==> config.mk <==
export PLATFORM = sky130hd
export DESIGN_NAME = pec_cfg
export DESIGN_NICKNAME = d
export VERILOG_FILES = /design/src/rtl/pec_pkg.sv /design/src/rtl/pec_cfg.sv
export SDC_FILE = /design/constraint.sdc
export NUM_CORES = 1
export LEC_CHECK = 0
export BUFFER_PORTS_ARGS = -buffer_cell sky130_fd_sc_hd__buf_2
export CORE_UTILIZATION = 61
export CTS_CLUSTER_SIZE = 40
export DETAILED_ROUTE_END_ITERATION = 8
export PLACE_DENSITY = 0.86
export SETUP_SLACK_MARGIN = 0.3
export SKIP_CTS_REPAIR_TIMING = 1
export SLEW_MARGIN = 20
export SYNTH_ARGS = -nofsm -noshare
export SYNTH_HDL_FRONTEND = slang
export SYNTH_SLANG_ARGS = --single-unit
export TNS_END_PERCENT = 100
==> constraint.sdc <==
create_clock -name clk -period 4.55 [get_ports clk]
set_clock_uncertainty 0.05 [all_clocks]
set_input_delay 0.6825 -clock clk [delete_from_list [all_inputs] [get_ports clk]]
set_output_delay 0.6825 -clock clk [all_outputs]
set_load 0.05 [all_outputs]
==> src/rtl/pec_pkg.sv <==
package pec_pkg;

    localparam int FixW = 24;

    typedef logic signed [FixW-1:0] fix_t;

    localparam fix_t FIX_MAX = 24'sh7FFFFF;
    localparam fix_t FIX_MIN = 24'sh800000;

    // register indexes on the configuration channel
    localparam logic [2:0] REG_GRAVITY    = 3'd0;
    localparam logic [2:0] REG_TIME_SCALE = 3'd1;
    localparam logic [2:0] REG_BOX_LEFT   = 3'd2;
    localparam logic [2:0] REG_BOX_TOP    = 3'd3;
    localparam logic [2:0] REG_BOX_WIDTH  = 3'd4;
    localparam logic [2:0] REG_BOX_HEIGHT = 3'd5;

    // live configuration, walls already resolved
    typedef struct packed {
        fix_t        grav;
        logic [15:0] tscale;
        fix_t        left;
        fix_t        top;
        fix_t        floor_lv;
        fix_t        right;
    } cfg_t;

    // one body as it moves down the pipeline
    typedef struct packed {
        logic       valid;
        logic       fixed;
        logic       last;
        fix_t       px;
        fix_t       py;
        fix_t       vx;
        fix_t       vy;
        logic [8:0] bf;
    } body_t;

    function automatic fix_t sat_fix(input logic signed [39:0] v);
        fix_t r;
        if (v > 40'(FIX_MAX))
            r = FIX_MAX;
        else if (v < 40'(FIX_MIN))
            r = FIX_MIN;
        else
            r = v[FixW-1:0];
        return r;
    endfunction

endpackage

==> src/rtl/pec_cfg.sv <==
module pec_cfg
    import pec_pkg::*;
(
    input  logic        clk,
    input  logic        rst_n,
    input  logic        wr_en,
    input  logic [2:0]  wr_index,
    input  logic [23:0] wr_data,
    output cfg_t        cfg
);

    fix_t        grav_reg;
    logic [15:0] tscale_reg;
    fix_t        left_reg;
    fix_t        top_reg;
    logic [22:0] width_reg;
    logic [22:0] height_reg;
    fix_t        floor_reg;
    fix_t        right_reg;

    fix_t floor_next;
    fix_t right_next;

    // walls are registered sums of the written box values; items take longer to reach them
    assign floor_next = sat_fix(40'(top_reg) + 40'($signed({1'b0, height_reg})));
    assign right_next = sat_fix(40'(left_reg) + 40'($signed({1'b0, width_reg})));

    always_ff @(posedge clk or negedge rst_n)
    begin
        if (!rst_n)
        begin
            grav_reg   <= '0;
            tscale_reg <= 16'd256;
            left_reg   <= 24'sd10240;
            top_reg    <= 24'sd10240;
            width_reg  <= '0;
            height_reg <= '0;
            floor_reg  <= 24'sd10240;
            right_reg  <= 24'sd10240;
        end
        else
        begin
            floor_reg <= floor_next;
            right_reg <= right_next;
            if (wr_en)
            begin
                case (wr_index)
                    REG_GRAVITY:    grav_reg   <= wr_data;
                    REG_TIME_SCALE: tscale_reg <= wr_data[15:0];
                    REG_BOX_LEFT:   left_reg   <= wr_data;
                    REG_BOX_TOP:    top_reg    <= wr_data;
                    REG_BOX_WIDTH:  width_reg  <= wr_data[22:0];
                    REG_BOX_HEIGHT: height_reg <= wr_data[22:0];
                    default:        ;
                endcase
            end
        end
    end

    assign cfg.grav     = grav_reg;
    assign cfg.tscale   = tscale_reg;
    assign cfg.left     = left_reg;
    assign cfg.top      = top_reg;
    assign cfg.floor_lv = floor_reg;
    assign cfg.right    = right_reg;

endmodule

==> run_results.csv <==
group,metric,value,unit
synthesis,synth_ff_type,"dfrtp_1",
route,dr.pass1.iters,7,
clock_tree,cts_buffer_depth,2,
route,dr_total_vias,6953,
sta,tns,0,ns
finish,design_area,10800,sq um
route,postRouteWirelength,21700,microns
pwr,seq_power_share,0.296,
synthesis,ys_seq_area_frac,0.497,
sta,setup_viol,0,
sta,fin_crit,3.11,ns
synthesis,synth_edf_count,0,
placed_design,dpl.cell_count,1110,
finish,drive_above_1_share,0.371,
global_route,grt_first_pass_wirelength,34900,microns
sta,rsz0062_at_grt,"false",
route,antenna_left,0,
route,first_iter_violations,506,
pwr,switching_power,3.70,mW
sta,fin_crit_sh,0.684,
synthesis,syn_inst,779,
finish,instances_no_fill,1142,
finish,syn_to_final_growth,17.4,%
finish,layout_common_cells,"173 x dfrtp_1, 164 x buf_2, 132 x mux2_2",
setup_path,path_class,"flop to flop",
synthesis,syn_avg_cell_area,11.8,sq um
setup_path,crit_chain,"ha_1, inv_1, fa_1, nor2b_1, o211ai_1, a211oi_2, a311oi_2, a21oi_2, o21ai_2, a21oi_1",
pwr,powerDensity,733,nW/um^2
sta,clock.fmax,321,MHz
placed_design,dpl.hpwl,15800,microns
clock_tree,cts_root_buf,"clkbuf_16",
sta,worst_pin_slew,0.929,ns
global_route,grt_usage,0.287,
synthesis,syn_nets,857,
sta,finalHoldViolCount,0,
floorplanning,ios,166,
clock_tree,cts_tree,"built",
route,avgViaCountPerCell,6.09,
floorplanning,core_area,14600,sq um
sta,final_max_slew_viol_count,0,
pwr,clkPwrFrac,0.185,
clock_tree,cts_max_level,4,
finish,nNetsFinal,1023,
clock_tree,cts.sinks,182,
clock_tree,clock_latency,0.44,ns
floorplanning,die_w,125,microns
setup_path,crit_fanout,16,
pwr,swShare,0.467,
synthesis,ys_ff_latch,182,
placed_design,pre_cts_ws,1.53,ns
worst_hold_path,hold_class,"input pin to async pin",
clock_tree,clk_pin_slew,0.07,ns
synthesis,async_flop_share,1.00,
route,drc,0,
finish,final_common_cell,"dfrtp_1",
run_status,status,"completed",
global_route,grt_max_degree,116,
global_route,overflow,0,
floorplanning,start_util,0.630,
global_route,grt_pass1_vias,6745,
placed_design,place.gp.congestion,0.942,
route,avgRoutedWirePerCell,19.0,microns
synthesis,synth_area,9190,sq um
pwr,pwr-share-comb,0.519,
pwr,internal-power,4.22,mW
global_route,antenna_found_initial,2,
floorplanning,fp.dieArea,15600,sq um
floorplanning,die_h,125,microns
placed_design,post_dp_cell_area,10200,sq um
setup_path,worstPathRequired,4.86,ns
sta,finalWorstSetupSlack,1.44,ns
setup_path,endpoint_kind,"flop",
setup_path,start_kind,"flop",
synthesis,yosysWarnings,0,
setup_path,slowest_delay,0.58,ns
pwr,p_leak,4.97,nW
sta,slew_headroom,0.381,
flow_run,drv_cap,0,
synthesis,synth.distinct_cells,74,
clock_tree,numCtsBuffers,17,
setup_path,arrival,3.42,ns
setup_path,crit_slowest_cell,"a211oi_2",
floorplanning,rows,44,
pwr,peakVddDrop,430,uV
placed_design,port_buffers,165,
[worst paths after layout]
path                               from            end  slack, ns  cells past startpoint
setup / recovery            left_reg[0]  right_reg[20]       1.44                     10
hold / removal                    rst_n  height_reg[8]       0.29                      1
setup reg to reg            left_reg[0]  right_reg[20]       1.44                     10
hold reg to reg            grav_reg[19]   grav_reg[19]       0.45                      1
max in group asynchronous         rst_n   left_reg[11]       3.20                      2
min in group clk           grav_reg[19]   grav_reg[19]       0.45                      1
[cell type report]
cell class	count	area, sq um
antenna	2	5.00
clock buffer	22	444
clock inverter	8	128
fill	1033	3800
inverter	20	75.1
multi-input combinational	552	4440
sequential	182	4570
tap	184	230
timing repair buffer	172	900
[synthesized netlist by cell type (3+ instances only)]
cell / instances / share of area
a2111oi_0: 4 / 0.0038
mux2_2: 132 / 0.16
o21ai_0: 38 / 0.021
o31ai_1: 4 / 0.0033
xnor2_1: 13 / 0.012
and2_1: 6 / 0.0041
ha_1: 46 / 0.063
and4_1: 4 / 0.0038
o21a_1: 10 / 0.0082
nand4_1: 4 / 0.0027
nor2b_1: 9 / 0.0061
a21o_1: 17 / 0.014
and3_1: 5 / 0.0034
xor2_1: 17 / 0.016
o22ai_1: 5 / 0.0034
nor3b_1: 3 / 0.0025
nand3_1: 14 / 0.0076
nor3_1: 9 / 0.0049
nor2_1: 30 / 0.012
a21oi_1: 44 / 0.024
nand4b_1: 3 / 0.0029
a311oi_1: 5 / 0.0048
dfrtp_1: 173 / 0.47
o211ai_1: 7 / 0.0057
a22oi_1: 3 / 0.0025
dfstp_2: 9 / 0.026
a211oi_1: 8 / 0.0065
nand3b_1: 3 / 0.0025
clkbuf_1: 18 / 0.0074
buf_2: 3 / 0.0016
nand2_1: 53 / 0.022
o21bai_1: 6 / 0.0049
inv_1: 20 / 0.0082
[power by group through the flow]
stage	Combinational [mW]	Clock, mW	Sequential [mW]
3_3_place_gp	3.99	0	2.35
5_1_grt	4.38	1.55	2.40
3_5_place_dp	4.05	0	2.38
2_1_floorplan	1.82	0	3.65
4_1_cts	4.08	1.47	2.35
6_report	4.11	1.46	2.35
[worst max-delay path: cells and delay by family, from the launching register on]
| family | cells | cell delay, ns |
|---|---|---|
| DFF | 1 | 0.37 |
| adders and majority gates | 2 | 0.61 |
| AOI/OAI and AO/OA | 6 | 1.76 |
| and+or+nand+nor | 1 | 0.16 |
| buffers and inverters | 1 | 0.07 |
[metal layers]
layer	track usage	share of wire
met5	0	0
met4	0.101	0.022
met3	0.0692	0.064
met2	0.463	0.48
met1	0.379	0.43
[stage by stage]
step | hold slack [ns] | total power [mW] | util
after detailed placement | 0.440 | 6.42 | 0.700
after global routing | 0.385 | 8.33 | 0.740
after global placement | 0.434 | 6.35 | 0.700
final | 0.291 | 7.92 | 0.740
after floorplan | 0.337 | 5.47 | -
after CTS | 0.383 | 7.90 | 0.739
[kinds of logic (layout without fill, tap and decap cells)]
logic type               count (synthesis)  after routing  share of synthesized area
buffers and inverters                   45            222                     0.0208
other                                    0              2                          0
XOR/XNOR                                31             31                     0.0304
flip-flops                             182            182                      0.497
adder cells (fa/ha/maj)                 50             50                     0.0692
AO/OA/AOI/OAI                          185            185                      0.137
multiplexers                           132            132                      0.162
AND/OR/NAND/NOR                        154            154                     0.0836
No activity file was read; power rests on OpenSTA's default activity.
