==> config.mk <==
export PLATFORM = sky130hd
export DESIGN_NAME = pec_wall
export DESIGN_NICKNAME = d
export VERILOG_FILES = /design/src/rtl/pec_pkg.sv /design/src/rtl/pec_wall.sv
export SDC_FILE = /design/constraint.sdc
export NUM_CORES = 2
export LEC_CHECK = 0
export ABC_CLOCK_PERIOD_IN_PS = 3200
export BUFFER_PORTS_ARGS = -buffer_cell sky130_fd_sc_hd__buf_2
export CORE_AREA = 2 2 222 224
export DETAILED_ROUTE_END_ITERATION = 8
export DIE_AREA = 0 0 224 226
export PLACE_DENSITY = 0.78
export SYNTH_ARGS = -nofsm -noshare
export SYNTH_HDL_FRONTEND = slang
export SYNTH_SLANG_ARGS = --single-unit
==> constraint.sdc <==
create_clock -name clk -period 3.2 [get_ports clk]
set_input_delay 0.64 -clock clk [delete_from_list [all_inputs] [get_ports clk]]
set_output_delay 0.64 -clock clk [all_outputs]
set_load 0.005 [all_outputs]
==> src/rtl/pec_pkg.sv <==
package pec_pkg;

    localparam int FixW = 24;

    typedef logic signed [FixW-1:0] fix_t;

    localparam fix_t FIX_MAX = 24'sh7FFFFF;
    localparam fix_t FIX_MIN = 24'sh800000;

    // register indexes on the configuration channel
    localparam logic [2:0] REG_GRAVITY    = 3'd0;
    localparam logic [2:0] REG_TIME_SCALE = 3'd1;
    localparam logic [2:0] REG_BOX_LEFT   = 3'd2;
    localparam logic [2:0] REG_BOX_TOP    = 3'd3;
    localparam logic [2:0] REG_BOX_WIDTH  = 3'd4;
    localparam logic [2:0] REG_BOX_HEIGHT = 3'd5;

    // live configuration, walls already resolved
    typedef struct packed {
        fix_t        grav;
        logic [15:0] tscale;
        fix_t        left;
        fix_t        top;
        fix_t        floor_lv;
        fix_t        right;
    } cfg_t;

    // one body as it moves down the pipeline
    typedef struct packed {
        logic       valid;
        logic       fixed;
        logic       last;
        fix_t       px;
        fix_t       py;
        fix_t       vx;
        fix_t       vy;
        logic [8:0] bf;
    } body_t;

    function automatic fix_t sat_fix(input logic signed [39:0] v);
        fix_t r;
        if (v > 40'(FIX_MAX))
            r = FIX_MAX;
        else if (v < 40'(FIX_MIN))
            r = FIX_MIN;
        else
            r = v[FixW-1:0];
        return r;
    endfunction

endpackage

==> src/rtl/pec_wall.sv <==
module pec_wall
    import pec_pkg::*;
(
    input  logic       clk,
    input  logic       rst_n,
    input  logic       en,
    input  cfg_t       cfg,
    input  body_t      body_in,
    output logic       out_valid,
    output logic       out_last,
    output fix_t       out_px,
    output fix_t       out_py,
    output fix_t       out_vx,
    output fix_t       out_vy,
    output logic [3:0] out_hits
);

    // S6: compare, clamp, elasticity products
    logic               v6_reg;
    logic               last6_reg;
    fix_t               px6_reg;
    fix_t               py6_reg;
    fix_t               vx6_reg;
    fix_t               vy6_reg;
    logic [3:0]         hits6_reg;
    logic signed [33:0] ex_reg;
    logic signed [33:0] ey_reg;

    logic       hit_floor;
    logic       hit_ceil;
    logic       hit_left;
    logic       hit_right;
    fix_t       px6_next;
    fix_t       py6_next;

    // S7: output register
    logic       v7_reg;
    logic       last7_reg;
    fix_t       px7_reg;
    fix_t       py7_reg;
    fix_t       vx7_reg;
    fix_t       vy7_reg;
    logic [3:0] hits7_reg;
    fix_t       bx;
    fix_t       by;

    // floor >= top and right >= left, so at most one wall per axis fires
    always_comb
    begin
        hit_floor = !body_in.fixed && (body_in.py > cfg.floor_lv);
        hit_ceil  = !body_in.fixed && !hit_floor && (body_in.py < cfg.top);
        hit_left  = !body_in.fixed && (body_in.px < cfg.left);
        hit_right = !body_in.fixed && !hit_left && (body_in.px > cfg.right);
        py6_next  = hit_floor ? cfg.floor_lv : (hit_ceil ? cfg.top : body_in.py);
        px6_next  = hit_left ? cfg.left : (hit_right ? cfg.right : body_in.px);
        // reflected velocity: floor of product / 256, negated, saturated
        bx = sat_fix(-40'($signed(ex_reg[33:8])));
        by = sat_fix(-40'($signed(ey_reg[33:8])));
    end

    always_ff @(posedge clk or negedge rst_n)
    begin
        if (!rst_n)
        begin
            v6_reg <= 1'b0;
            v7_reg <= 1'b0;
        end
        else if (en)
        begin
            v6_reg <= body_in.valid;
            v7_reg <= v6_reg;
        end
    end

    always_ff @(posedge clk)
    begin
        if (en)
        begin
            last6_reg <= body_in.last;
            px6_reg   <= px6_next;
            py6_reg   <= py6_next;
            vx6_reg   <= body_in.vx;
            vy6_reg   <= body_in.vy;
            hits6_reg <= {hit_right, hit_left, hit_ceil, hit_floor};
            ex_reg    <= 34'(body_in.vx) * 34'($signed({1'b0, body_in.bf}));
            ey_reg    <= 34'(body_in.vy) * 34'($signed({1'b0, body_in.bf}));

            last7_reg <= last6_reg;
            px7_reg   <= px6_reg;
            py7_reg   <= py6_reg;
            vx7_reg   <= (hits6_reg[2] || hits6_reg[3]) ? bx : vx6_reg;
            vy7_reg   <= (hits6_reg[0] || hits6_reg[1]) ? by : vy6_reg;
            hits7_reg <= hits6_reg;
        end
    end

    assign out_valid = v7_reg;
    assign out_last  = last7_reg;
    assign out_px    = px7_reg;
    assign out_py    = py7_reg;
    assign out_vx    = vx7_reg;
    assign out_vy    = vy7_reg;
    assign out_hits  = hits7_reg;

endmodule

==> flow_summary.yaml <==
timing:
  slew_headroom: 0.394
  hold_viol: 0
  rsz0062_at_grt: "true"
  fin_skew_ns: 0.0364
  post-route-period-util: 1.70
  fmax_ghz: 0.184
  holdWs_ns: 0.260
  period_needed_ns: 5.43
  finalWorstSetupSlack_ns: -2.23
  setup_violations: 52
  slew_violations: 0
  worst_slew_pin_slew_ns: 0.909
pwr:
  clkPwrFrac: 0.083
  leakage_nw: 17.3
  combPwrFrac: 0.762
  seq_power_share: 0.155
  report.power.total_mw: 39.2
  intPower_mw: 22.2
  switchingPower_mw: 17.0
  switching_share: 0.433
  peakVddDrop_mv: 1.82
  pwr_density_cell_mw_per_mm2: 1090
critical_path:
  path_buf_inv: 10
  crit_arrival_ns: 5.78
  worst_path_max_delay_cell: "fa_1"
  path_class: "input port to flop"
  critPathMaxFanout: 7
  crit_chain: "buf_12 > buf_4 > buf_6 > buf_8 > buf_6 > nand2_4 > fa_1 > inv_2 > fa_1 > fa_1 > fa_1 > inv_1 > fa_1 > inv_2 > ha_4 > a211oi_2 > o211ai_1 > a31oi_1 > o21ai_2 > a21oi_4 > a31oi_4 > buf_4 > buf_6 > xor2_1"
  critPathLaunchType: "input port"
  critical_path.top_delay_family: "adder cells"
  critPathCaptureType: "flop"
  cpPeakStageDelay_ns: 0.58
  required_ns: 3.55
  worst_path_most_repeated_cell: "fa_1"
synth:
  synthTopCellsByArea: "edfxtp_1 (28%), fa_1 (26%), ha_1 (11%)"
  syn-instance-count: 2694
  synth_area_leader_cell: "edfxtp_1"
  avgSynthCellArea_sq_um: 10.1
  synth_flop_cell: "edfxtp_1"
  async_flop_share: 0.00781
  synth_common_cells: "inv_1 (525), fa_1 (354), nand2_1 (286)"
  ys_seq_area_frac: 0.283
  synth-edff-count: 254
  synth_fp_nets: 3533
  yosysWarnings: 0
  yosysUniqueCellTypes: 75
  synth_top_area_share: 0.281
  synth.most_common_cell: "inv_1"
  syn_area_sq_mm: 0.0272
  ys_ff_latch: 256
finish:
  final_nets: 4211
  drive_gt1_frac: 0.334
  final_util: 0.744
  final_cells: 4022
  areaGrowthSynthToFinish_pct: 32.5
cts:
  cts_made_buffers: 28
  htreeDepth: 1
  clockBufferDepth: 3
  clk_latency_ns: 0.60
  clock_sinks: 256
  ctsRootBufferMaster: "clkbuf_16"
  clk_pin_slew_worst_paths_ns: 0.06
  cts_tree: "done"
routing:
  first_pass_iters: 9
  routed_wl_mm: 83.3
  met3_length_mm: 6.23
  wl_met2_mm: 42.4
  num_vias: 23200
  drcViolationCount: 0
  viasPerCell: 5.77
  wl_per_cell_um: 20.7
  drt_iter0_markers: 2151
  top_layer_used: "met4"
  ant_nets: 0
  drt-met1-wl_mm: 30.1
floorplan:
  dieArea_sq_mm: 0.0506
  die_x_um: 224
  io_pins: 349
  design.core.area_sq_mm: 0.0483
  die_y_um: 226
  initial_core_util: 0.562
  rows: 81
worst_hold_path:
  hp-class: "input port to flop"
job:
  cap_violations: 0
outcome:
  outcome: "complete, but fails checks"
  violations: "negative setup slack"
grt:
  grt_max_degree: 68
  antenna_found_initial: 7
  overflow: 0
  grt_pass1_vias: 24300
  grtUsageTotal: 0.314
  grt_first_pass_wirelength_mm: 125
placement:
  pre_cts_ws_ns: -2.94
  detailed_place_hpwl_mm: 57.5
  portBuffers: 308
  place_inst: 3867
  gp_congestion: 0.953
## final cells by class
class                   instances  area, sq um
clock buffers                  33          719
fillers                      2959        12400
flip-flops and latches        256         7680
multi-input cells            1811        18900
clock inverters                18          186
repair buffers                750         5720
diodes                          7         17.5
well taps                     622          778
inverters                     525         1970
## power groups by stage
stage,Clock [mW],Combinational (mW),Sequential [mW]
after floorplan,0,14.5,5.98
after global placement,0,21.4,6.02
after detailed placement,0,22.2,6.05
after CTS,3.26,26.1,6.00
after global routing,3.39,32.1,6.13
final,3.25,29.9,6.06
## per-stage QoR
step	TNS [ns]	area, sq um
finish	-96.69	36000
detailed placement	-138.73	32500
global placement	-134.40	32500
CTS	-85.02	35100
floorplan	-99.24	28000
global route	-102.57	36000
## worst reg2reg max path, cell delays in order, from the launching register on
cell,delay [ns]
edfxtp_1,0.48
nor4_1,0.42
nor2b_1,0.25
nand3_1,0.32
nor3b_2,0.38
mux2i_2,0.28
buf_4,0.20
a21oi_4,0.05
buf_12,0.19
a31oi_1,0.18
a21oi_1,0.11
## logic make-up (layout without fill, tap and decap cells)
logic type | after synthesis | in the layout | synth area share
AND/OR/NAND/NOR | 795 | 795 | 0.145
buffers and inverters | 629 | 1326 | 0.0883
adder cells (fa/ha/maj) | 592 | 592 | 0.371
AO/OA/AOI/OAI | 326 | 328 | 0.0820
flip-flops | 256 | 256 | 0.283
XOR/XNOR | 92 | 92 | 0.0297
multiplexers | 4 | 4 | 0.00161
other | 0 | 7 | 0
## final timing paths
kind                                   start          to  slack [ns]  cells after the start
worst max-delay path              body_in[3]  ey_reg[31]       -2.23                     24
worst max register to register    ex_reg[23]   out_vx[5]        0.02                     10
max in group asynchronous              rst_n   out_valid        2.73                      2
worst min-delay path            body_in[105]   last6_reg        0.26                      1
worst min register to register    py6_reg[2]   out_py[2]        0.40                      0
min in group asynchronous              rst_n      v6_reg        0.38                      2
## metal layers
layer | GRT usage | vias to the layer above
met4 | 0.138 | 0
met1 | 0.376 | 11400
met5 | 0 | -
li1 | - | 10100
met2 | 0.563 | 1292
met3 | 0.0458 | 370
## cell usage in the layout (no fill, tap or decap), drive strengths merged, types with 10 or more instances in the layout
cell type	netlist	layout
a211oi	11	11
a21o	24	24
a21oi	126	127
a221o	27	28
a222oi	23	23
a31oi	10	10
and2	215	215
buf	16	745
clkbuf	88	36
clkinv	0	10
edfxtp	254	254
fa	354	354
ha	238	238
inv	525	527
nand2	288	288
nand3	19	19
nand4	20	20
nor2	127	127
nor2b	14	14
nor3	48	48
nor4	11	11
o211ai	11	11
o21ai	35	35
o31ai	11	11
or3	13	13
xnor2	63	63
xor2	29	29
## repair_timing
| action | in CTS | in global routing |
|---|---|---|
| gates cloned | 9 | 3 |
| endpoints found under the hold margin | 2 | 0 |
| pin swaps | 172 | 135 |
| gates resized for setup | 278 | 143 |
| setup buffers | 53 | 43 |
| setup endpoints to repair | 67 | 76 |
| hold buffers | 1 | 0 |
(Power assumes the default switching activity.)
